[src/ws2812_pulse_width_encoder_macros.svh]
// Assertion macros for the single-wire LED pulse encoder.
// Used by the control and output modules; no other dependencies.
`ifndef WS2812_PULSE_WIDTH_ENCODER_MACROS_SVH
`define WS2812_PULSE_WIDTH_ENCODER_MACROS_SVH
`ifndef SYNTHESIS
// same-cycle implication
`define WSPE_ASSERT_IMP(label, clk, rst_n, ante, cons, msg) \
    label: assert property (@(posedge clk) disable iff (!rst_n) (ante) |-> (cons)) \
        else $error(msg);
// next-cycle implication
`define WSPE_ASSERT_NXT(label, clk, rst_n, ante, cons, msg) \
    label: assert property (@(posedge clk) disable iff (!rst_n) (ante) |=> (cons)) \
        else $error(msg);
`else
`define WSPE_ASSERT_IMP(label, clk, rst_n, ante, cons, msg)
`define WSPE_ASSERT_NXT(label, clk, rst_n, ante, cons, msg)
`endif
`endif

[src/wspe_pkg.sv]
// Package of the single-wire LED pulse encoder: codes, register defaults, types.
// No dependencies.
`default_nettype none
package wspe_pkg;

    localparam int CMD_W      = 2;
    localparam int BYTE_W     = 8;
    localparam int TICK_W     = 16;
    localparam int FB_W       = 5;
    localparam int CFG_IDX_W  = 3;
    localparam int CFG_DATA_W = 16;

    localparam logic [CMD_W-1:0] CMD_TICK  = 2'd0;
    localparam logic [CMD_W-1:0] CMD_WRITE = 2'd1;
    localparam logic [CMD_W-1:0] CMD_START = 2'd2;
    localparam logic [CMD_W-1:0] CMD_NOP   = 2'd3;

    localparam logic [1:0] PH_IDLE  = 2'd0;
    localparam logic [1:0] PH_LEAD  = 2'd1;
    localparam logic [1:0] PH_BITS  = 2'd2;
    localparam logic [1:0] PH_PAUSE = 2'd3;

    localparam logic [CFG_IDX_W-1:0] CFG_ONE_HIGH  = 3'd0;
    localparam logic [CFG_IDX_W-1:0] CFG_ZERO_HIGH = 3'd1;
    localparam logic [CFG_IDX_W-1:0] CFG_PERIOD    = 3'd2;
    localparam logic [CFG_IDX_W-1:0] CFG_PAUSE     = 3'd3;
    localparam logic [CFG_IDX_W-1:0] CFG_FRAME     = 3'd4;

    localparam logic [TICK_W-1:0] RST_ONE_HIGH  = 16'd200;
    localparam logic [TICK_W-1:0] RST_ZERO_HIGH = 16'd100;
    localparam logic [TICK_W-1:0] RST_PERIOD    = 16'd300;
    localparam logic [TICK_W-1:0] RST_PAUSE     = 16'd12000;
    localparam logic [FB_W-1:0]   RST_FRAME     = 5'd12;

    typedef struct packed {
        logic pin_level;
        logic busy_res;
        logic refused;
        logic done_res;
    } t_result;

    // sequencing requests from control to the frame store
    typedef struct packed {
        logic start;
        logic advance;
        logic fetch_en;
    } t_seq_ctl;

endpackage
`default_nettype wire

[src/wspe_store.sv]
// Frame store of the pulse encoder: byte memory with valid bits, shadow copies
// of the first two entries and a one-byte prefetch. Depends on wspe_pkg.
`default_nettype none
module wspe_store
    import wspe_pkg::*;
#(
    parameter int FRAME_BYTES_MAX = 16,
    parameter int AW              = 4
) (
    input  wire logic              i_clk,
    input  wire logic              i_rst_n,
    input  wire logic              i_wr_en,
    input  wire logic [AW-1:0]     i_wr_addr,
    input  wire logic [BYTE_W-1:0] i_wr_data,
    input  wire t_seq_ctl          i_seq,
    input  wire logic [AW-1:0]     i_fetch_addr,
    output logic [BYTE_W-1:0]      o_cur_byte
);

    localparam logic [AW-1:0] SECOND_IDX = AW'(1 % FRAME_BYTES_MAX);

    logic [BYTE_W-1:0]          r_mem [FRAME_BYTES_MAX];
    logic [FRAME_BYTES_MAX-1:0] r_vld;
    logic [BYTE_W-1:0]          r_rd;
    logic                       r_rd_vld;
    logic                       r_pend;
    logic [BYTE_W-1:0]          r_s0;
    logic [BYTE_W-1:0]          r_s1;
    logic [BYTE_W-1:0]          r_byte;
    logic [BYTE_W-1:0]          r_next;

    always_ff @(posedge i_clk) begin
        if (i_wr_en) begin
            r_mem[i_wr_addr] <= i_wr_data;
        end
        r_rd <= r_mem[i_fetch_addr];
    end

    always_ff @(posedge i_clk) begin
        if (!i_rst_n) begin
            r_vld    <= '0;
            r_rd_vld <= 1'b0;
            r_pend   <= 1'b0;
            r_s0     <= '0;
            r_s1     <= '0;
        end else begin
            if (i_wr_en) begin
                r_vld[i_wr_addr] <= 1'b1;
                if (i_wr_addr == '0) begin
                    r_s0 <= i_wr_data;
                end
                if (i_wr_addr == SECOND_IDX) begin
                    r_s1 <= i_wr_data;
                end
            end
            r_rd_vld <= r_vld[i_fetch_addr];
            r_pend   <= i_seq.advance & i_seq.fetch_en;
        end
    end

    always_ff @(posedge i_clk) begin
        if (i_seq.start) begin
            r_byte <= r_s0;
            r_next <= r_s1;
        end else if (i_seq.advance) begin
            r_byte <= r_next;
        end else if (r_pend) begin
            r_next <= r_rd_vld ? r_rd : '0;
        end
    end

    assign o_cur_byte = r_byte;

endmodule
`default_nettype wire

[config.mk]
export PLATFORM = sky130hd
export DESIGN_NAME = wspe_store
export DESIGN_NICKNAME = d
export VERILOG_FILES = /design/src/ws2812_pulse_width_encoder_macros.svh /design/src/wspe_pkg.sv /design/src/wspe_store.sv
export SDC_FILE = /design/constraint.sdc
export NUM_CORES = 1
export LEC_CHECK = 0
export ABC_AREA = 1
export BUFFER_PORTS_ARGS = -buffer_cell sky130_fd_sc_hd__buf_4
export CAP_MARGIN = 20
export CORE_ASPECT_RATIO = 1.4
export CORE_MARGIN = 2
export CORE_UTILIZATION = 55
export DETAILED_ROUTE_END_ITERATION = 6
export PLACE_DENSITY_LB_ADDON = 0.08
export SETUP_SLACK_MARGIN = 0.4
export SLEW_MARGIN = 20
export SYNTH_ARGS = -nofsm -noshare
export SYNTH_HDL_FRONTEND = slang
export SYNTH_SLANG_ARGS = --single-unit
[constraint.sdc]
create_clock -name i_clk -period 1.3 [get_ports i_clk]
set_input_delay 0.26 -clock i_clk [delete_from_list [all_inputs] [get_ports i_clk]]
set_output_delay 0.26 -clock i_clk [all_outputs]
set_load 0.005 [all_outputs]
==> metrics.cfg <==
[status]
run_status=completed

[place]
dpl.cell_count=831
port-buffer-count=29
place_congestion=0.819
detailed_place_hpwl_um=11500

[power_and_ir_drop]
ir_drop_uv=948
power.switching_fraction_pct=22.6
power-per-cell-area_nw_per_um2=1370
total_switching_power_uw=2890
cellInternalPower_uw=9920
power.combinational.fraction_pct=8.2
total_leakage_power_uw=0.00334
seqPwrFrac_pct=51.8
share_clk_of_total_power_pct=40.0
fin_total_pwr_uw=12800

[finish]
final_util_pct=72.4
filler_free_cell_count_of_the_finished_design=877
area_growth_syn_to_layout_pct=28.1
drive_above_1_share_pct=32.2
antenna_cells_inserted=0
nNetsFinal=733

[timing]
finalHoldViolations=0
fmaxAchievable_mhz=840
timing.final.crit_period_ns=1.19
setup_viol=0
slew_viol_final=0
final_min_period_over_clock_period_pct=91.6
clock-skew-final_ns=0.00911
max_slew.worst_pin.slew_ns=0.367
timing.slew.headroom_pct=75.4
grt_setup_unrepaired=true

[worst_setup_path]
worst-endpoint-arrival_ns=0.93
cp_max_fo=1
worst_r2r_path_depth=6
cpLargestDelayFamily=flip-flops
worstSetupStartpoint=o_cur_byte[3]$_DFFE_PP_
internal_reg_to_reg_setup_slack_ns=0.17
crit_buf_inv=1
worst_r2r_endpoint=r_rd[3]$_DFF_P_
worst-setup-path-type=register to primary output
crit_path_end_kind=primary output
crit_path_max_incr_delay_ns=0.37
worst_r2r_startpoint=r_mem[9][3]$_DFFE_PP_
timing.critical_path.cells=buf_4
timing.critical_path.slowest_stage_cell=sky130_fd_sc_hd__edfxtp_1
timing.critical_path.required_ns=1.04
cp-start-kind=register

[hold_path]
timing.hold.worst_endpoint=r_pend$_SDFF_PN0_
min_delay_path_depth=3
hp-class=primary input to register
hold_path_startpoint=i_seq[0]

[die]
fp.coreArea_um2=12900
num_io_pins=30
floorplan.rows=49
chipWidth_um=101
die_area_um2=14200
initial_core_util_pct=56.5
die_h_um=140

[clock_tree]
cts_max_path_buffers=2
worst_skew_pair.late_latency_ns=0.42
clock_buffers_created_by_tritoncts=17
cts.reportedPaths.clkPinSlew_ns=0.07
cts_tree=yes
h-tree-depth=4
clock_tree.root_cell=sky130_fd_sc_hd__clkbuf_16
cts_sinks=186

[detailed_routing]
via_per_inst=5.93
postRouteWirelength_um=18200
antenna_left=0
drc=0
firstDrtPassIters=5
routed_via_count=5204
routedWlPerCell_um=20.7
drtIter0Drc=333

[synthesis]
synthesis.yosys.warnings=0
postSynthRegisterBits=186
net_count_of_the_mapped_netlist=669
synth_cell_types=21
syn_avg_cell_area_um2=11.3
post_syn_instances=647
synth.yosys.seq_area_share_pct=71.0
mappedNetlistArea_um2=7280

[global_route]
first_pass_grt_wire_length_um=27000
globalRoute.totalOverflow=0
number_of_global_route_vias_before_repair=4982
grt_antenna_before_repair=0
grt_max_degree=30
gr-usage-all-layers_pct=26.2

[flow_run]
max_cap_viol_count=0

cells by family (layout without fill, tap and decap cells):
group	Yosys count	in the layout	share of synthesized area, %
simple gates	216	218	11.9
flops	186	186	71.0
compound gates	151	151	11.5
buf+inv	94	169	5.59
timing repair:
item                       CTS  global route
buffers inserted             5             5
gates cloned                 4             0
pin swaps                   44            32
hold buffers                 0             0
gates resized for setup     36            65
setup endpoints to repair  124           120
cells in the final DEF, fill, tap and decap left out, types with 3 or more instances in the layout:
cell / instances
sky130_fd_sc_hd__edfxtp_1: 144
sky130_fd_sc_hd__nor2_1: 100
sky130_fd_sc_hd__buf_4: 48
sky130_fd_sc_hd__nand2_1: 42
sky130_fd_sc_hd__o21ai_0: 41
sky130_fd_sc_hd__o21ai_1: 38
sky130_fd_sc_hd__inv_1: 36
sky130_fd_sc_hd__o211ai_1: 32
sky130_fd_sc_hd__dfxtp_1: 30
sky130_fd_sc_hd__a21oi_2: 24
sky130_fd_sc_hd__clkbuf_16: 20
sky130_fd_sc_hd__nand3_2: 19
sky130_fd_sc_hd__nand3_1: 18
sky130_fd_sc_hd__nand2_2: 15
sky130_fd_sc_hd__nor2_4: 14
sky130_fd_sc_hd__buf_12: 14
sky130_fd_sc_hd__dfxtp_2: 12
sky130_fd_sc_hd__buf_6: 11
sky130_fd_sc_hd__o21ai_2: 9
sky130_fd_sc_hd__inv_2: 8
sky130_fd_sc_hd__clkinv_4: 6
sky130_fd_sc_hd__a21oi_1: 6
sky130_fd_sc_hd__inv_4: 4
sky130_fd_sc_hd__nor3_4: 3
sky130_fd_sc_hd__nand2_8: 3
sky130_fd_sc_hd__inv_6: 3
sky130_fd_sc_hd__clkinv_2: 3
sky130_fd_sc_hd__clkbuf_8: 3
stage by stage:
stage               area (um^2)  TNS [ns]  hold slack, ns  worst slack (ns)
finish                     9320         0          0.0838             0.109
global route               9320         0           0.103            0.0625
CTS                        9120         0          0.0761            0.0941
detailed placement         8290     -8.58           0.453            -0.115
global placement           8290     -6.17           0.445           -0.0815
floorplan                  7860         0           0.359             0.126
power by group through the flow:
stage | clock (uW) | combinational (uW) | sequential (uW)
6_report | 5120 | 1050 | 6640
3_5_place_dp | 0 | 943 | 6770
4_1_cts | 5150 | 996 | 6640
2_1_floorplan | 0 | 582 | 6750
5_1_grt | 5400 | 1130 | 6660
3_3_place_gp | 0 | 922 | 6760
area by class of cell:
class                      count  area, um^2
timing repair buffer          77         850
clock inverter                 7        50.0
tap                          153         191
inverter                      60         325
sequential                   186        5180
clock buffer                  25         549
fill                         874        3550
multi-input combinational    369        2180
how the worst max path moves through the flow:
| stage | endpoint | slack, ns | cells past startpoint |
|---|---|---|---|
| 6_report | o_cur_byte[3] | 0.11 | 1 |
| 5_1_grt | o_cur_byte[3] | 0.06 | 1 |
| 4_1_cts | o_cur_byte[3] | 0.09 | 1 |
| 3_5_place_dp | r_s0[3]$_SDFFE_PN0P_ | -0.12 | 5 |
| 3_3_place_gp | r_mem[0][5]$_DFFE_PP_ | -0.08 | 4 |
| 2_1_floorplan | r_s1[0]$_SDFFE_PN0P_ | 0.13 | 6 |
per-layer routing:
| metal | global-route usage [%] | vias to the layer above | wire length [um] |
|---|---|---|---|
| met3 | 4.24 | 45 | 815 |
| met4 | 10.2 | 0 | 689 |
| met1 | 31.6 | 2583 | 6970 |
| met5 | 0 | - | 0 |
| met2 | 46.3 | 196 | 9690 |
| li1 | - | 2380 | - |
registers in the layout (all words and copies together) (netlist names):
name / count
r_vld: 16
r_pend: 1
r_s0: 8
o_cur_byte: 8
r_next: 8
r_mem: 128
r_rd: 8
r_s1: 8
r_rd_vld: 1
Yosys cell counts, drive strengths merged:
cell type	count	area share, %
clkbuf	14	0.72
o21a	1	0.10
dfxtp	42	12
buf	20	1.8
a21oi	30	2.1
nor3	3	0.28
nor2	114	5.9
clkinv	4	0.21
nand2	61	3.1
o211ai	32	3.3
nand3	38	2.6
inv	56	2.9
edfxtp	144	59
o21ai	88	6.1
(Power assumes the default switching activity.)
