===== src/ws2812_pulse_width_encoder_macros.svh =====
// Assertion macros for the single-wire LED pulse encoder.
// Used by the control and output modules; no other dependencies.
`ifndef WS2812_PULSE_WIDTH_ENCODER_MACROS_SVH
`define WS2812_PULSE_WIDTH_ENCODER_MACROS_SVH
`ifndef SYNTHESIS
// same-cycle implication
`define WSPE_ASSERT_IMP(label, clk, rst_n, ante, cons, msg) \
    label: assert property (@(posedge clk) disable iff (!rst_n) (ante) |-> (cons)) \
        else $error(msg);
// next-cycle implication
`define WSPE_ASSERT_NXT(label, clk, rst_n, ante, cons, msg) \
    label: assert property (@(posedge clk) disable iff (!rst_n) (ante) |=> (cons)) \
        else $error(msg);
`else
`define WSPE_ASSERT_IMP(label, clk, rst_n, ante, cons, msg)
`define WSPE_ASSERT_NXT(label, clk, rst_n, ante, cons, msg)
`endif
`endif


===== src/wspe_pkg.sv =====
// Package of the single-wire LED pulse encoder: codes, register defaults, types.
// No dependencies.
`default_nettype none
package wspe_pkg;

    localparam int CMD_W      = 2;
    localparam int BYTE_W     = 8;
    localparam int TICK_W     = 16;
    localparam int FB_W       = 5;
    localparam int CFG_IDX_W  = 3;
    localparam int CFG_DATA_W = 16;

    localparam logic [CMD_W-1:0] CMD_TICK  = 2'd0;
    localparam logic [CMD_W-1:0] CMD_WRITE = 2'd1;
    localparam logic [CMD_W-1:0] CMD_START = 2'd2;
    localparam logic [CMD_W-1:0] CMD_NOP   = 2'd3;

    localparam logic [1:0] PH_IDLE  = 2'd0;
    localparam logic [1:0] PH_LEAD  = 2'd1;
    localparam logic [1:0] PH_BITS  = 2'd2;
    localparam logic [1:0] PH_PAUSE = 2'd3;

    localparam logic [CFG_IDX_W-1:0] CFG_ONE_HIGH  = 3'd0;
    localparam logic [CFG_IDX_W-1:0] CFG_ZERO_HIGH = 3'd1;
    localparam logic [CFG_IDX_W-1:0] CFG_PERIOD    = 3'd2;
    localparam logic [CFG_IDX_W-1:0] CFG_PAUSE     = 3'd3;
    localparam logic [CFG_IDX_W-1:0] CFG_FRAME     = 3'd4;

    localparam logic [TICK_W-1:0] RST_ONE_HIGH  = 16'd200;
    localparam logic [TICK_W-1:0] RST_ZERO_HIGH = 16'd100;
    localparam logic [TICK_W-1:0] RST_PERIOD    = 16'd300;
    localparam logic [TICK_W-1:0] RST_PAUSE     = 16'd12000;
    localparam logic [FB_W-1:0]   RST_FRAME     = 5'd12;

    typedef struct packed {
        logic pin_level;
        logic busy_res;
        logic refused;
        logic done_res;
    } t_result;

    // sequencing requests from control to the frame store
    typedef struct packed {
        logic start;
        logic advance;
        logic fetch_en;
    } t_seq_ctl;

endpackage
`default_nettype wire


===== src/wspe_ctrl.sv =====
// Control of the pulse encoder: configuration registers, phase sequencer, tick
// and bit counters, result computation. Depends on wspe_pkg and the macro header.
`default_nettype none
`include "ws2812_pulse_width_encoder_macros.svh"
module wspe_ctrl
    import wspe_pkg::*;
#(
    parameter int FRAME_BYTES_MAX = 16,
    parameter int AW              = 4
) (
    input  wire logic                  i_clk,
    input  wire logic                  i_rst_n,
    input  wire logic                  i_cfg_we,
    input  wire logic [CFG_IDX_W-1:0]  i_cfg_idx,
    input  wire logic [CFG_DATA_W-1:0] i_cfg_wdata,
    input  wire logic                  i_acc,
    input  wire logic [CMD_W-1:0]      i_command,
    input  wire logic [BYTE_W-1:0]     i_cur_byte,
    output logic                       o_wr_en,
    output logic [AW-1:0]              o_wr_addr,
    output t_seq_ctl                   o_seq,
    output logic [AW-1:0]              o_fetch_addr,
    output t_result                    o_res
);

    localparam int PW  = $clog2(FRAME_BYTES_MAX + 1);
    localparam int BPW = PW + 3;
    localparam int CW  = (PW > FB_W) ? PW : FB_W;
    localparam logic [PW-1:0] MAX_P  = PW'(FRAME_BYTES_MAX);
    localparam logic [CW-1:0] MAX_C  = CW'(FRAME_BYTES_MAX);
    localparam logic [PW:0]   MAX_P1 = (PW + 1)'(FRAME_BYTES_MAX);

    logic [TICK_W-1:0] r_one_high;
    logic [TICK_W-1:0] r_zero_high;
    logic [TICK_W-1:0] r_period;
    logic [TICK_W-1:0] r_pause;
    logic [FB_W-1:0]   r_frame_bytes;

    logic [1:0]        r_phase,  n_phase;
    logic [TICK_W-1:0] r_tick,   n_tick;
    logic [BPW-1:0]    r_bitpos, n_bitpos;
    logic [PW-1:0]     r_wr_ptr, n_wr_ptr;

    logic              idle;
    logic [TICK_W-1:0] period_eff;
    logic [TICK_W-1:0] pause_eff;
    logic [CW-1:0]     fb_clamp;
    logic [BPW-1:0]    total_bits;
    logic [TICK_W:0]   tick_inc;
    logic [BPW-1:0]    bitpos_inc;
    logic [PW:0]       next_idx;
    logic [TICK_W-1:0] high_ticks;
    logic              cur_bit;

    always_ff @(posedge i_clk) begin
        if (!i_rst_n) begin
            r_one_high    <= RST_ONE_HIGH;
            r_zero_high   <= RST_ZERO_HIGH;
            r_period      <= RST_PERIOD;
            r_pause       <= RST_PAUSE;
            r_frame_bytes <= RST_FRAME;
        end else if (i_cfg_we) begin
            case (i_cfg_idx)
                CFG_ONE_HIGH: begin
                    r_one_high <= i_cfg_wdata;
                end
                CFG_ZERO_HIGH: begin
                    r_zero_high <= i_cfg_wdata;
                end
                CFG_PERIOD: begin
                    r_period <= i_cfg_wdata;
                end
                CFG_PAUSE: begin
                    r_pause <= i_cfg_wdata;
                end
                CFG_FRAME: begin
                    r_frame_bytes <= i_cfg_wdata[FB_W-1:0];
                end
                default: begin
                end
            endcase
        end
    end

    assign idle       = (r_phase == PH_IDLE);
    assign period_eff = (r_period == '0) ? TICK_W'(1) : r_period;
    assign pause_eff  = (r_pause == '0) ? TICK_W'(1) : r_pause;
    assign fb_clamp   = (CW'(r_frame_bytes) > MAX_C) ? MAX_C : CW'(r_frame_bytes);
    assign total_bits = {PW'(fb_clamp), 3'b000};
    assign tick_inc   = {1'b0, r_tick} + (TICK_W + 1)'(1);
    assign bitpos_inc = r_bitpos + BPW'(1);
    assign next_idx   = {1'b0, bitpos_inc[BPW-1:3]} + (PW + 1)'(1);
    assign cur_bit    = i_cur_byte[~r_bitpos[2:0]];
    assign high_ticks = cur_bit ? r_one_high : r_zero_high;

    always_comb begin
        n_phase      = r_phase;
        n_tick       = r_tick;
        n_bitpos     = r_bitpos;
        n_wr_ptr     = r_wr_ptr;
        o_res        = '0;
        o_seq        = '0;
        o_wr_en      = 1'b0;
        o_wr_addr    = r_wr_ptr[AW-1:0];
        o_fetch_addr = next_idx[AW-1:0];
        if (i_acc) begin
            case (i_command)
                CMD_WRITE: begin
                    o_res.busy_res = !idle;
                    if (!idle || r_wr_ptr >= MAX_P) begin
                        o_res.refused = 1'b1;
                    end else begin
                        o_wr_en  = 1'b1;
                        n_wr_ptr = r_wr_ptr + PW'(1);
                    end
                end
                CMD_START: begin
                    o_res.busy_res = 1'b1;
                    if (!idle) begin
                        o_res.refused = 1'b1;
                    end else begin
                        n_phase     = PH_LEAD;
                        n_tick      = '0;
                        n_bitpos    = '0;
                        n_wr_ptr    = '0;
                        o_seq.start = 1'b1;
                    end
                end
                CMD_TICK: begin
                    o_res.busy_res = !idle;
                    case (r_phase)
                        PH_LEAD: begin
                            n_tick = tick_inc[TICK_W-1:0];
                            if (tick_inc >= {1'b0, period_eff}) begin
                                n_tick  = '0;
                                n_phase = (total_bits != '0) ? PH_BITS : PH_PAUSE;
                            end
                        end
                        PH_BITS: begin
                            o_res.pin_level = (r_tick < high_ticks);
                            n_tick = tick_inc[TICK_W-1:0];
                            if (tick_inc >= {1'b0, period_eff}) begin
                                n_tick   = '0;
                                n_bitpos = bitpos_inc;
                                if (bitpos_inc >= total_bits) begin
                                    n_phase = PH_PAUSE;
                                end else if (bitpos_inc[2:0] == 3'b000) begin
                                    o_seq.advance  = 1'b1;
                                    o_seq.fetch_en = (next_idx < MAX_P1);
                                end
                            end
                        end
                        PH_PAUSE: begin
                            n_tick = tick_inc[TICK_W-1:0];
                            if (tick_inc >= {1'b0, pause_eff}) begin
                                n_tick         = '0;
                                n_phase        = PH_IDLE;
                                o_res.done_res = 1'b1;
                            end
                        end
                        default: begin
                        end
                    endcase
                end
                default: begin
                    o_res.busy_res = !idle;
                end
            endcase
        end
    end

    always_ff @(posedge i_clk) begin
        if (!i_rst_n) begin
            r_phase  <= PH_IDLE;
            r_tick   <= '0;
            r_bitpos <= '0;
            r_wr_ptr <= '0;
        end else begin
            r_phase  <= n_phase;
            r_tick   <= n_tick;
            r_bitpos <= n_bitpos;
            r_wr_ptr <= n_wr_ptr;
        end
    end

    logic start_ok;
    logic write_busy;
    assign start_ok   = i_acc && (i_command == CMD_START) && idle;
    assign write_busy = i_acc && (i_command == CMD_WRITE) && !idle;

    `WSPE_ASSERT_IMP(a_idle_tick_clear, i_clk, i_rst_n, idle, r_tick == '0, "tick count set while idle")
    `WSPE_ASSERT_NXT(a_start_lead, i_clk, i_rst_n, start_ok, (r_phase == PH_LEAD) && (r_wr_ptr == '0), "start did not enter lead-in")
    `WSPE_ASSERT_NXT(a_busy_write_held, i_clk, i_rst_n, write_busy, $stable(r_wr_ptr), "refused write moved pointer")

endmodule
`default_nettype wire


===== config.mk =====
export PLATFORM = sky130hd
export DESIGN_NAME = wspe_ctrl
export DESIGN_NICKNAME = d
export VERILOG_FILES = /design/src/wspe_pkg.sv /design/src/wspe_ctrl.sv
export VERILOG_INCLUDE_DIRS = /design/src /design/src/src
export SDC_FILE = /design/constraint.sdc
export NUM_CORES = 1
export LEC_CHECK = 0
export BUFFER_PORTS_ARGS = -buffer_cell sky130_fd_sc_hd__buf_4
export CORE_UTILIZATION = 60
export DETAILED_ROUTE_END_ITERATION = 10
export PLACE_DENSITY = 0.8
export RECOVER_POWER = 100
export SLEW_MARGIN = 5
export SYNTH_ARGS = -nofsm -noshare
export SYNTH_HDL_FRONTEND = slang
export SYNTH_SLANG_ARGS = --single-unit

===== constraint.sdc =====
create_clock -name i_clk -period 3.85 [get_ports i_clk]
set_input_delay 0.1925 -clock i_clk [delete_from_list [all_inputs] [get_ports i_clk]]
set_output_delay 0.1925 -clock i_clk [all_outputs]
set_load 0.05 [all_outputs]

==> results of run 1 <==
-- layer usage --
| metal | track usage | wire length, um | up-vias |
|---|---|---|---|
| met3 | 0.0594 | 1070 | 20 |
| met2 | 0.509 | 7340 | 202 |
| li1 | - | - | 2642 |
| met5 | 0 | 0 | - |
| met4 | 0.0948 | 235 | 0 |
| met1 | 0.449 | 7110 | 2637 |
-- report_power, final --
part | total [mW] | switching (mW) | internal, mW
Combinational | 0.217 | 0.137 | 0.0797
Sequential | 1.07 | 0.0156 | 1.05
Clock | 0.685 | 0.411 | 0.274
-- metrics by stage --
step,hold slack (ns),setup TNS (ns),cell area [um^2],instances
detailed placement,0.447,0,6400,886
finish,0.0821,0,6660,907
global route,0.0700,-0.0148,6660,906
CTS,0.0732,0,6630,903
floorplan,0.316,0,5960,736
global placement,0.441,0,6400,886
-- placed cells by master (no fill, tap or decap), types with 5 or more instances in the layout --
master    synthesis  final
o211ai_1         14     14
mux2i_1          23     22
a211oi_1          5      5
o21ai_0          15     15
ha_1             64     64
a21oi_1          66     66
a22o_1            5      5
xor2_1           10      8
clkbuf_8          0     10
nand2_1         157    157
nand4_1          11     11
nand3_1          29     28
nor2_1           28     27
nor2b_1           7      7
clkbuf_1         25     16
dfxtp_2           0      6
nor4_1            7      7
dfxtp_1         100     92
a32o_1            9      9
and3_1           11     10
nor3_1           12     10
a21o_1            7      7
buf_4             4     41
xnor2_1          13     12
a31oi_1           9      9
inv_1            48     48
nand2b_1          6      6
-- critical path, cell delays in order, from the launching register on --
cell	delay [ns]
dfxtp_4	0.41
mux4_2	0.54
mux2i_4	0.18
buf_12	0.14
buf_4	0.17
mux2i_2	0.30
ha_1	0.30
a21o_1	0.19
a21o_1	0.17
a21oi_1	0.13
nor3_1	0.05
a211oi_1	0.18
o21a_1	0.16
buf_4	0.19
-- flip-flops by register name, indices dropped and copies added (netlist names) --
| register | flops |
|---|---|
| r_pause | 16 |
| r_period | 16 |
| r_zero_high | 16 |
| r_phase | 2 |
| r_tick | 16 |
| r_frame_bytes | 5 |
| r_one_high | 16 |
| r_wr_ptr | 5 |
| r_bitpos | 8 |
-- what timing repair did --
item / CTS / global route
setup endpoints to repair: 3 / 7
pin swaps: 0 / 6
buffers inserted: 1 / 3
gates resized for setup: 7 / 18
-- path summary, 6_finish.rpt --
check / end / slack, ns / depth (start not counted)
setup / recovery: o_res[3] / 0.17 / 13
setup reg to reg: r_bitpos[0] / 0.29 / 15
hold / removal: r_one_high[8] / 0.08 / 3
hold reg to reg: r_zero_high[13] / 0.46 / 2
-- cell families (layout without fill, tap and decap cells) --
group | Yosys count | in the layout
AOI/OAI and AO/OA | 151 | 151
DFF | 100 | 100
other | 0 | 1
buffers and inverters | 85 | 126
and+or+nand+nor | 286 | 286
xor gates and xnor gates | 23 | 23
adders and majority gates | 64 | 64
muxes | 27 | 27
-- layout make-up --
class,count,area share
clock inverter,6,0.00977
multi-input combinational,551,0.552
inverter,48,0.0270
tap,129,0.0242
sequential,100,0.303
antenna,1,0.000376
clock buffer,10,0.0207
timing repair buffer,62,0.0633
==> flow_metrics.env, run 1 <==
export IMPL_cts_hold_fix_buffers=0
export IMPL_drive_gt1_frac=0.125
export IMPL_regArea_mm2=0.00202
export IMPL_status="finished, violations left"
export IMPL_ys_types=57
export IMPL_synth_flop_cell="dfxtp_1"
export IMPL_critPathKind="register to output port"
export IMPL_worstSetupStartpoint="r_bitpos[0]"
export IMPL_worstHoldStart="i_cfg_wdata[8]"
export IMPL_fin_util=0.708
export IMPL_yosysMostFrequentCell="nand2_1"
export IMPL_synth_compound_area_share=0.163
export IMPL_regToRegStartpoint="r_tick[0]"
export IMPL_dp_slack_ns=0.173
export IMPL_yosys_mux_area_fraction=0.0520
export IMPL_power_density_mw_per_mm2=296
export IMPL_yosys_warnings=0
export IMPL_synthTopCellsByCount="nand2_1 (157), dfxtp_1 (100), a21oi_1 (66)"
export IMPL_fin_nets=869
export IMPL_dieArea_mm2=0.0103
export IMPL_cts_sinks=100
export IMPL_setup_violations=0
export IMPL_grt_pass1_vias=5098
export IMPL_place_gp_congestion=0.955
export IMPL_synthArstFlopShare=0
export IMPL_max_slew_margin=-0.527
export IMPL_path_clk_slew_ns=0.11
export IMPL_synth_area_leaders="dfxtp_1 (34%), ha_1 (13%), nand2_1 (9.9%)"
export IMPL_synth_ff_latch_count=100
export IMPL_synth_top_cell_by_area="dfxtp_1"
export IMPL_syn2layout_area_growth_pct=12.2
export IMPL_numCtsBuffers=9
export IMPL_synth_avg_cell_area_um2=8.07
export IMPL_synth_xor_area_share=0.0339
export IMPL_vias=5501
export IMPL_dr_pass1_iters=5
export IMPL_die_w_um=101
export IMPL_synth_edf_count=0
export IMPL_dp_hpwl_mm=12.1
export IMPL_synth_fa_ha_area_frac=0.135
export IMPL_violations="max-capacitance violations, max-slew violations"
export IMPL_wirelength_mm=15.8
export IMPL_worstPathRequired_ns=3.66
export IMPL_die_h_um=101
export IMPL_cts_tree="built"
export IMPL_grtUsageTotal=0.322
export IMPL_min_period_over_period=0.955
export IMPL_fin_skew_ns=0.0155
export IMPL_hp_class="input pin to register"
export IMPL_setup_worst_path_end_class="output port"
export IMPL_initial_utilization=0.631
export IMPL_timing_final_ws_setup_ns=0.172
export IMPL_synth_nets=833
export IMPL_clock_fmax_mhz=272
export IMPL_clock_path_buffers=2
export IMPL_drv_slew=53
export IMPL_drv_cap=1
export IMPL_synth_simple_area_share=0.221
export IMPL_drt_iter0_markers=385
export IMPL_crit_arrival_ns=3.49
export IMPL_netlist_area_leader_share=0.337
export IMPL_portBuffers=48
export IMPL_coreArea_mm2=0.00942
export IMPL_ios=49
export IMPL_cts_root_buf="clkbuf_8"
export IMPL_multi_input_area_mm2=0.00368
export IMPL_viasPerCell=6.07
export IMPL_wl_per_cell_um=17.4
export IMPL_finalCriticalPeriod_ns=3.68
export IMPL_p_leak_nw=2.86
export IMPL_fillers=774
export IMPL_drcViolationCount=0
export IMPL_max_slew_worst_pin_slew_ns=2.29
export IMPL_crit_path_max_fanout=7
export IMPL_rows=35
export IMPL_ant_nets=0
export IMPL_antenna_found_initial=1
export IMPL_start_kind="register"
export IMPL_syn_cell_area_mm2=0.00594
export IMPL_gr_total_overflow=0
export IMPL_h_tree_depth=3
export IMPL_ir_worst_vdd_uv=271
export IMPL_grt_start_max_net_pins=53
export IMPL_ys_seq_area_frac=0.337
export IMPL_grt_first_pass_wirelength_mm=25.3
export IMPL_syn_inst=736
export IMPL_total_power_mw=1.97
export IMPL_hold_viol=0
export IMPL_worstSkewPairLatency_ns=0.38
export IMPL_synth_top_family_by_area="simple AND/OR/NAND/NOR gates"
Note: power is estimated with default switching activity, not from simulation.
==> run 2, diff against run 1 <==
- clock period: 3.85 -> 3.5 ns (I/O delays scaled with it)
==> flow_metrics.env, run 2 (same netlist as run 1, synthesis figures left out) <==
export IMPL_cts_root_buf="clkbuf_8"
export IMPL_worstPathRequired_ns=3.32
export IMPL_timing_final_ws_setup_ns=-0.0812
export IMPL_pwr_share_seq=0.520
export IMPL_ir_worst_vdd_uv=321
export IMPL_instances_no_fill=933
export IMPL_grt_first_pass_wirelength_mm=25.9
export IMPL_p_leak_nw=3.08
export IMPL_ios=49
export IMPL_numCtsBuffers=9
export IMPL_drt_iter0_markers=532
export IMPL_rsz0062_at_grt="yes"
export IMPL_place_gp_congestion=0.960
export IMPL_fin_nets=896
export IMPL_top_layer_used="met4"
export IMPL_switching_share=0.274
export IMPL_fin_hold_ws_ns=0.0386
export IMPL_die_h_um=101
export IMPL_crit_arrival_ns=3.41
export IMPL_dp_hpwl_mm=12.1
export IMPL_start_kind="register"
export IMPL_wl_met3_mm=1.46
export IMPL_vias=5790
export IMPL_crit_path_max_fanout=5
export IMPL_antenna_found_initial=0
export IMPL_drcViolationCount=0
export IMPL_max_slew_margin=0.273
export IMPL_min_period_over_period=1.02
export IMPL_wirelength_mm=17.8
export IMPL_path_clk_slew_ns=0.10
export IMPL_finalCriticalPeriod_ns=3.58
export IMPL_syn2layout_area_growth_pct=21.4
export IMPL_grt_start_max_net_pins=51
export IMPL_clock_fmax_mhz=279
export IMPL_max_slew_worst_pin_slew_ns=1.09
export IMPL_dieArea_mm2=0.0103
export IMPL_clock_path_buffers=2
export IMPL_cts_sinks=100
export IMPL_mostFrequentLayoutCells="nand2_1 (155), dfxtp_1 (91), a21oi_1 (64)"
export IMPL_path_cells="ha_4, nand4_1, nor3_2, nand3_2, xnor2_2, ha_1, nand4_1, nor3_2, o21ai_1, a21boi_2, or2_4, nor4b_4, o21a_4, buf_8"
export IMPL_hp_class="input pin to register"
export IMPL_grt_pass1_vias=5201
export IMPL_slowest_stage="dfxtp_4"
export IMPL_drv_cap=0
export IMPL_worstSkewPairLatency_ns=0.38
export IMPL_setup_violations=2
export IMPL_portBuffers=48
export IMPL_fin_skew_ns=0.0104
export IMPL_cp_num_buf_inv=1
export IMPL_grtUsageTotal=0.332
export IMPL_die_w_um=101
export IMPL_coreArea_mm2=0.00942
export IMPL_status="finished, violations left"
export IMPL_power_density_mw_per_mm2=313
export IMPL_gr_total_overflow=0
export IMPL_comb_power_share=0.128
export IMPL_n_antenna_cell=0
export IMPL_total_power_mw=2.26
export IMPL_cts_hold_fix_buffers=0
export IMPL_hold_viol=0
export IMPL_slowest_delay_ns=0.37
export IMPL_layout_commonest_cell="nand2_1"
export IMPL_dp_cells=888
export IMPL_ant_nets=0
export IMPL_cts_tree="built"
export IMPL_viasPerCell=6.21
export IMPL_power_share_clock=0.352
export IMPL_wl_per_cell_um=19.1
export IMPL_wl_met2_mm=8.06
export IMPL_h_tree_depth=3
export IMPL_dr_pass1_iters=5
export IMPL_routedLengthMet1_mm=7.54
export IMPL_crit_family="simple AND/OR/NAND/NOR gates"
export IMPL_rows=35
export IMPL_p_int_mw=1.64
export IMPL_critPathKind="register to output port"
export IMPL_setup_worst_path_end_class="output port"
export IMPL_drv_slew=0
export IMPL_power_switching_mw=0.620
export IMPL_violations="negative setup slack"
export IMPL_drive_gt1_frac=0.192
export IMPL_initial_utilization=0.631
-- run 2: layout make-up --
| class | instances | area (um^2) |
|---|---|---|
| inverters | 48 | 180 |
| well taps | 129 | 161 |
| flip-flops and latches | 100 | 2030 |
| repair buffers | 89 | 722 |
| clock inverters | 6 | 76.3 |
| multi-input cells | 551 | 3910 |
| clock buffers | 10 | 138 |
| fillers | 674 | 2210 |
-- run 2: what timing repair did --
item | 4_1_cts | 5_1_grt
endpoints found under the setup margin | 4 | 22
buffers inserted | 17 | 11
pin swaps | 18 | 27
gates resized for setup | 33 | 36
gates cloned | 0 | 2
endpoints found under the hold margin | 0 | 0
-- run 2: final timing paths --
kind             startpoint              to  slack, ns  depth (start not counted)
max               r_tick[1]        o_seq[0]      -0.08                         14
min reg2reg  r_zero_high[7]  r_zero_high[7]       0.46                          2
max reg2reg       r_tick[3]       r_tick[2]       0.02                         18
min          i_cfg_wdata[5]  r_zero_high[5]       0.04                          3
-- run 2: power groups by stage --
stage | logic, mW | clock network, mW | registers (mW)
final | 0.290 | 0.795 | 1.17
after global routing | 0.308 | 0.834 | 1.18
after CTS | 0.255 | 0.795 | 1.17
after detailed placement | 0.242 | 0 | 1.20
after global placement | 0.234 | 0 | 1.20
after floorplan | 0.149 | 0 | 1.20
-- run 2: routing by layer --
| layer | up-vias | global-route usage |
|---|---|---|
| li1 | 2692 | - |
| met1 | 2722 | 0.454 |
| met2 | 299 | 0.520 |
| met3 | 77 | 0.0642 |
| met4 | 0 | 0.127 |
| met5 | - | 0 |
-- run 2: tightest hold or removal path, delay by kind of cell --
family / cells / cell delay, ns
buffers and inverters: 1 / 0.11
AND/OR/NAND/NOR: 2 / 0.11
-- run 2: per-stage QoR --
| step | instance area, um^2 | setup slack (ns) | utilization | setup TNS, ns |
|---|---|---|---|---|
| after floorplan | 5990 | 0.0343 | - | 0 |
| after global routing | 7210 | -0.204 | 0.766 | -0.972 |
| final | 7210 | -0.0812 | 0.766 | -0.111 |
| after detailed placement | 6460 | 0.102 | 0.686 | 0 |
| after CTS | 6930 | -0.00303 | 0.736 | -0.00303 |
| after global placement | 6460 | 0.141 | 0.686 | 0 |
==> run 3, diff against run 2 <==
- clock period: 3.5 -> 4.1 ns (I/O delays scaled with it)
==> flow_metrics.env, run 3 (same netlist as run 1, synthesis figures left out) <==
export IMPL_h_tree_depth=3
export IMPL_setup_worst_path_end_class="output port"
export IMPL_worstSkewPairLatency_ns=0.37
export IMPL_clock_fmax_mhz=250
export IMPL_cts_hold_fix_buffers=0
export IMPL_drv_slew=37
export IMPL_n_antenna_cell=0
export IMPL_clock_path_buffers=2
export IMPL_rsz0062_at_grt="yes"
export IMPL_mostFrequentLayoutCells="nand2_1 (157), dfxtp_1 (95), a21oi_1 (66)"
export IMPL_drcViolationCount=0
export IMPL_viasPerCell=6.07
export IMPL_max_slew_margin=-0.0492
export IMPL_crit_family="simple AND/OR/NAND/NOR gates"
export IMPL_fin_skew_ns=0.00767
export IMPL_drive_gt1_frac=0.119
export IMPL_gr_total_overflow=0
export IMPL_r2r_cells=14
export IMPL_initial_utilization=0.631
export IMPL_instances_no_fill=905
export IMPL_use_met3=0.0435
export IMPL_crit_arrival_ns=3.80
export IMPL_fillers=775
export IMPL_wirelength_mm=15.7
export IMPL_r2r_end="r_bitpos[0]"
export IMPL_portBuffers=48
export IMPL_dr_pass1_iters=5
export IMPL_worstHoldStart="i_cfg_wdata[5]"
export IMPL_syn2layout_area_growth_pct=11.0
export IMPL_r2r_slack_ns=0.53
export IMPL_path_clk_slew_ns=0.11
export IMPL_dieArea_mm2=0.0103
export IMPL_use_met1=0.444
export IMPL_cts_sinks=100
export IMPL_grt_start_max_net_pins=37
export IMPL_top_usage_layer="met2"
export IMPL_grt_use_met2=0.525
export IMPL_grt_first_pass_wirelength_mm=25.5
export IMPL_p_leak_nw=2.84
export IMPL_hold_viol=0
export IMPL_wl_per_cell_um=17.4
export IMPL_path_cells="ha_2, nand4_1, nor3_2, nor2b_1, or2_2, ha_1, nand4_1, nor3_2, o21ai_0, a21boi_2, or2_4, nor4b_4, o21a_1, buf_4"
export IMPL_dp_hpwl_mm=12.0
export IMPL_cp_num_cells=14
export IMPL_fin_util=0.700
export IMPL_regToRegStartpoint="r_tick[0]"
export IMPL_crit_path_max_fanout=8
export IMPL_layout_commonest_cell="nand2_1"
export IMPL_antenna_found_initial=0
export IMPL_dp_cells=885
export IMPL_min_to="r_zero_high[5]"
export IMPL_start_kind="register"
export IMPL_vias=5490
export IMPL_numCtsBuffers=9
export IMPL_whs_path_depth=3
export IMPL_grt_pass1_vias=5127
export IMPL_cp_num_buf_inv=1
export IMPL_slowest_delay_ns=0.41
export IMPL_place_gp_congestion=0.896
export IMPL_worstPathRequired_ns=3.89
export IMPL_max_slew_worst_pin_slew_ns=1.57
export IMPL_grtUsageTotal=0.324
export IMPL_status="finished, violations left"
export IMPL_slowest_stage="dfxtp_4"
export IMPL_rows=35
export IMPL_die_w_um=101
export IMPL_finalCriticalPeriod_ns=4.00
export IMPL_critPathKind="register to output port"
export IMPL_min_period_over_period=0.976
export IMPL_coreArea_mm2=0.00942
export IMPL_ant_nets=0
export IMPL_fin_nets=868
export IMPL_violations="max-capacitance violations, max-slew violations"
export IMPL_drt_iter0_markers=486
export IMPL_cts_tree="built"
export IMPL_drv_cap=1
export IMPL_ios=49
export IMPL_die_h_um=101
export IMPL_hp_class="input pin to register"
export IMPL_setup_violations=0
export IMPL_ir_worst_vdd_uv=255
export IMPL_power_density_mw_per_mm2=276
export IMPL_cts_root_buf="clkbuf_8"
[run 3: cell count changes in the layout (fill, tap and decap cells not counted), moves of 4 or more]
cell / change
buf_4: -18
o21ai_0: +6
buf_6: -5
ha_4: -5
o21ai_1: -5
dfxtp_1: +4
dfxtp_4: -4
ha_1: +4
[run 3: timing repair]
item	in CTS	in global routing
pin swaps	1	1
setup endpoints to repair	3	12
gates resized for setup	3	14
setup buffers	3	1
[run 3: worst max path at each step]
stage,start,slack (ns),to
after global placement,r_tick[0],0.41,r_bitpos[0]
after CTS,r_tick[1],0.006,o_seq[0]
after floorplan,r_tick[0],0.08,o_seq[0]
after detailed placement,r_tick[0],0.26,r_bitpos[0]
after global routing,r_tick[0],-0.15,o_seq[0]
final,r_tick[0],0.1,o_seq[0]
[run 3: report_power, final]
| part | switching [mW] | internal [mW] | total (mW) | leakage, nW |
|---|---|---|---|---|
| Combinational | 0.130 | 0.0744 | 0.204 | 1.93 |
| Sequential | 0.0141 | 0.989 | 1.00 | 0.812 |
| Clock | 0.384 | 0.231 | 0.615 | 0.0963 |
[run 3: through the flow]
stage / hold WS (ns) / setup TNS [ns] / setup WS, ns / area [um^2] / total power [mW]
after floorplan: 0.329 / 0 / 0.0843 / 5950 / 1.15
after global placement: 0.441 / 0 / 0.413 / 6380 / 1.22
after detailed placement: 0.447 / 0 / 0.264 / 6380 / 1.23
after CTS: 0.0739 / 0 / 0.00635 / 6600 / 1.82
after global routing: 0.0763 / -0.191 / -0.152 / 6600 / 1.88
final: 0.0828 / 0 / 0.0968 / 6600 / 1.82
[run 3: layout make-up]
type                            count  area (um^2)  share of cell area
Clock buffer                        9          124              0.0188
Clock inverter                      7         56.3             0.00854
Inverter                           48          180              0.0273
Multi-Input combinational cell    551         3660               0.556
Sequential cell                   100         2010               0.305
Tap cell                          129          161              0.0245
Timing Repair Buffer               61          398              0.0603
[run 3: worst register-to-register path, cell delays in order, from the launching register on]
cell	delay, ns
dfxtp_4	0.41
ha_2	0.25
nand4_1	0.20
nor3_2	0.23
nand3_2	0.18
nor2_4	0.14
xor2_2	0.21
ha_1	0.29
a211oi_1	0.28
o21ai_0	0.12
o21ai_0	0.16
nand2_1	0.12
or2_4	0.28
a31oi_1	0.42
mux2_2	0.24
[run 3: per-layer routing]
metal	up-vias	wire length [um]
met2	210	7270
met4	0	369
li1	2638	-
met3	32	1040
met5	-	0
met1	2610	7030
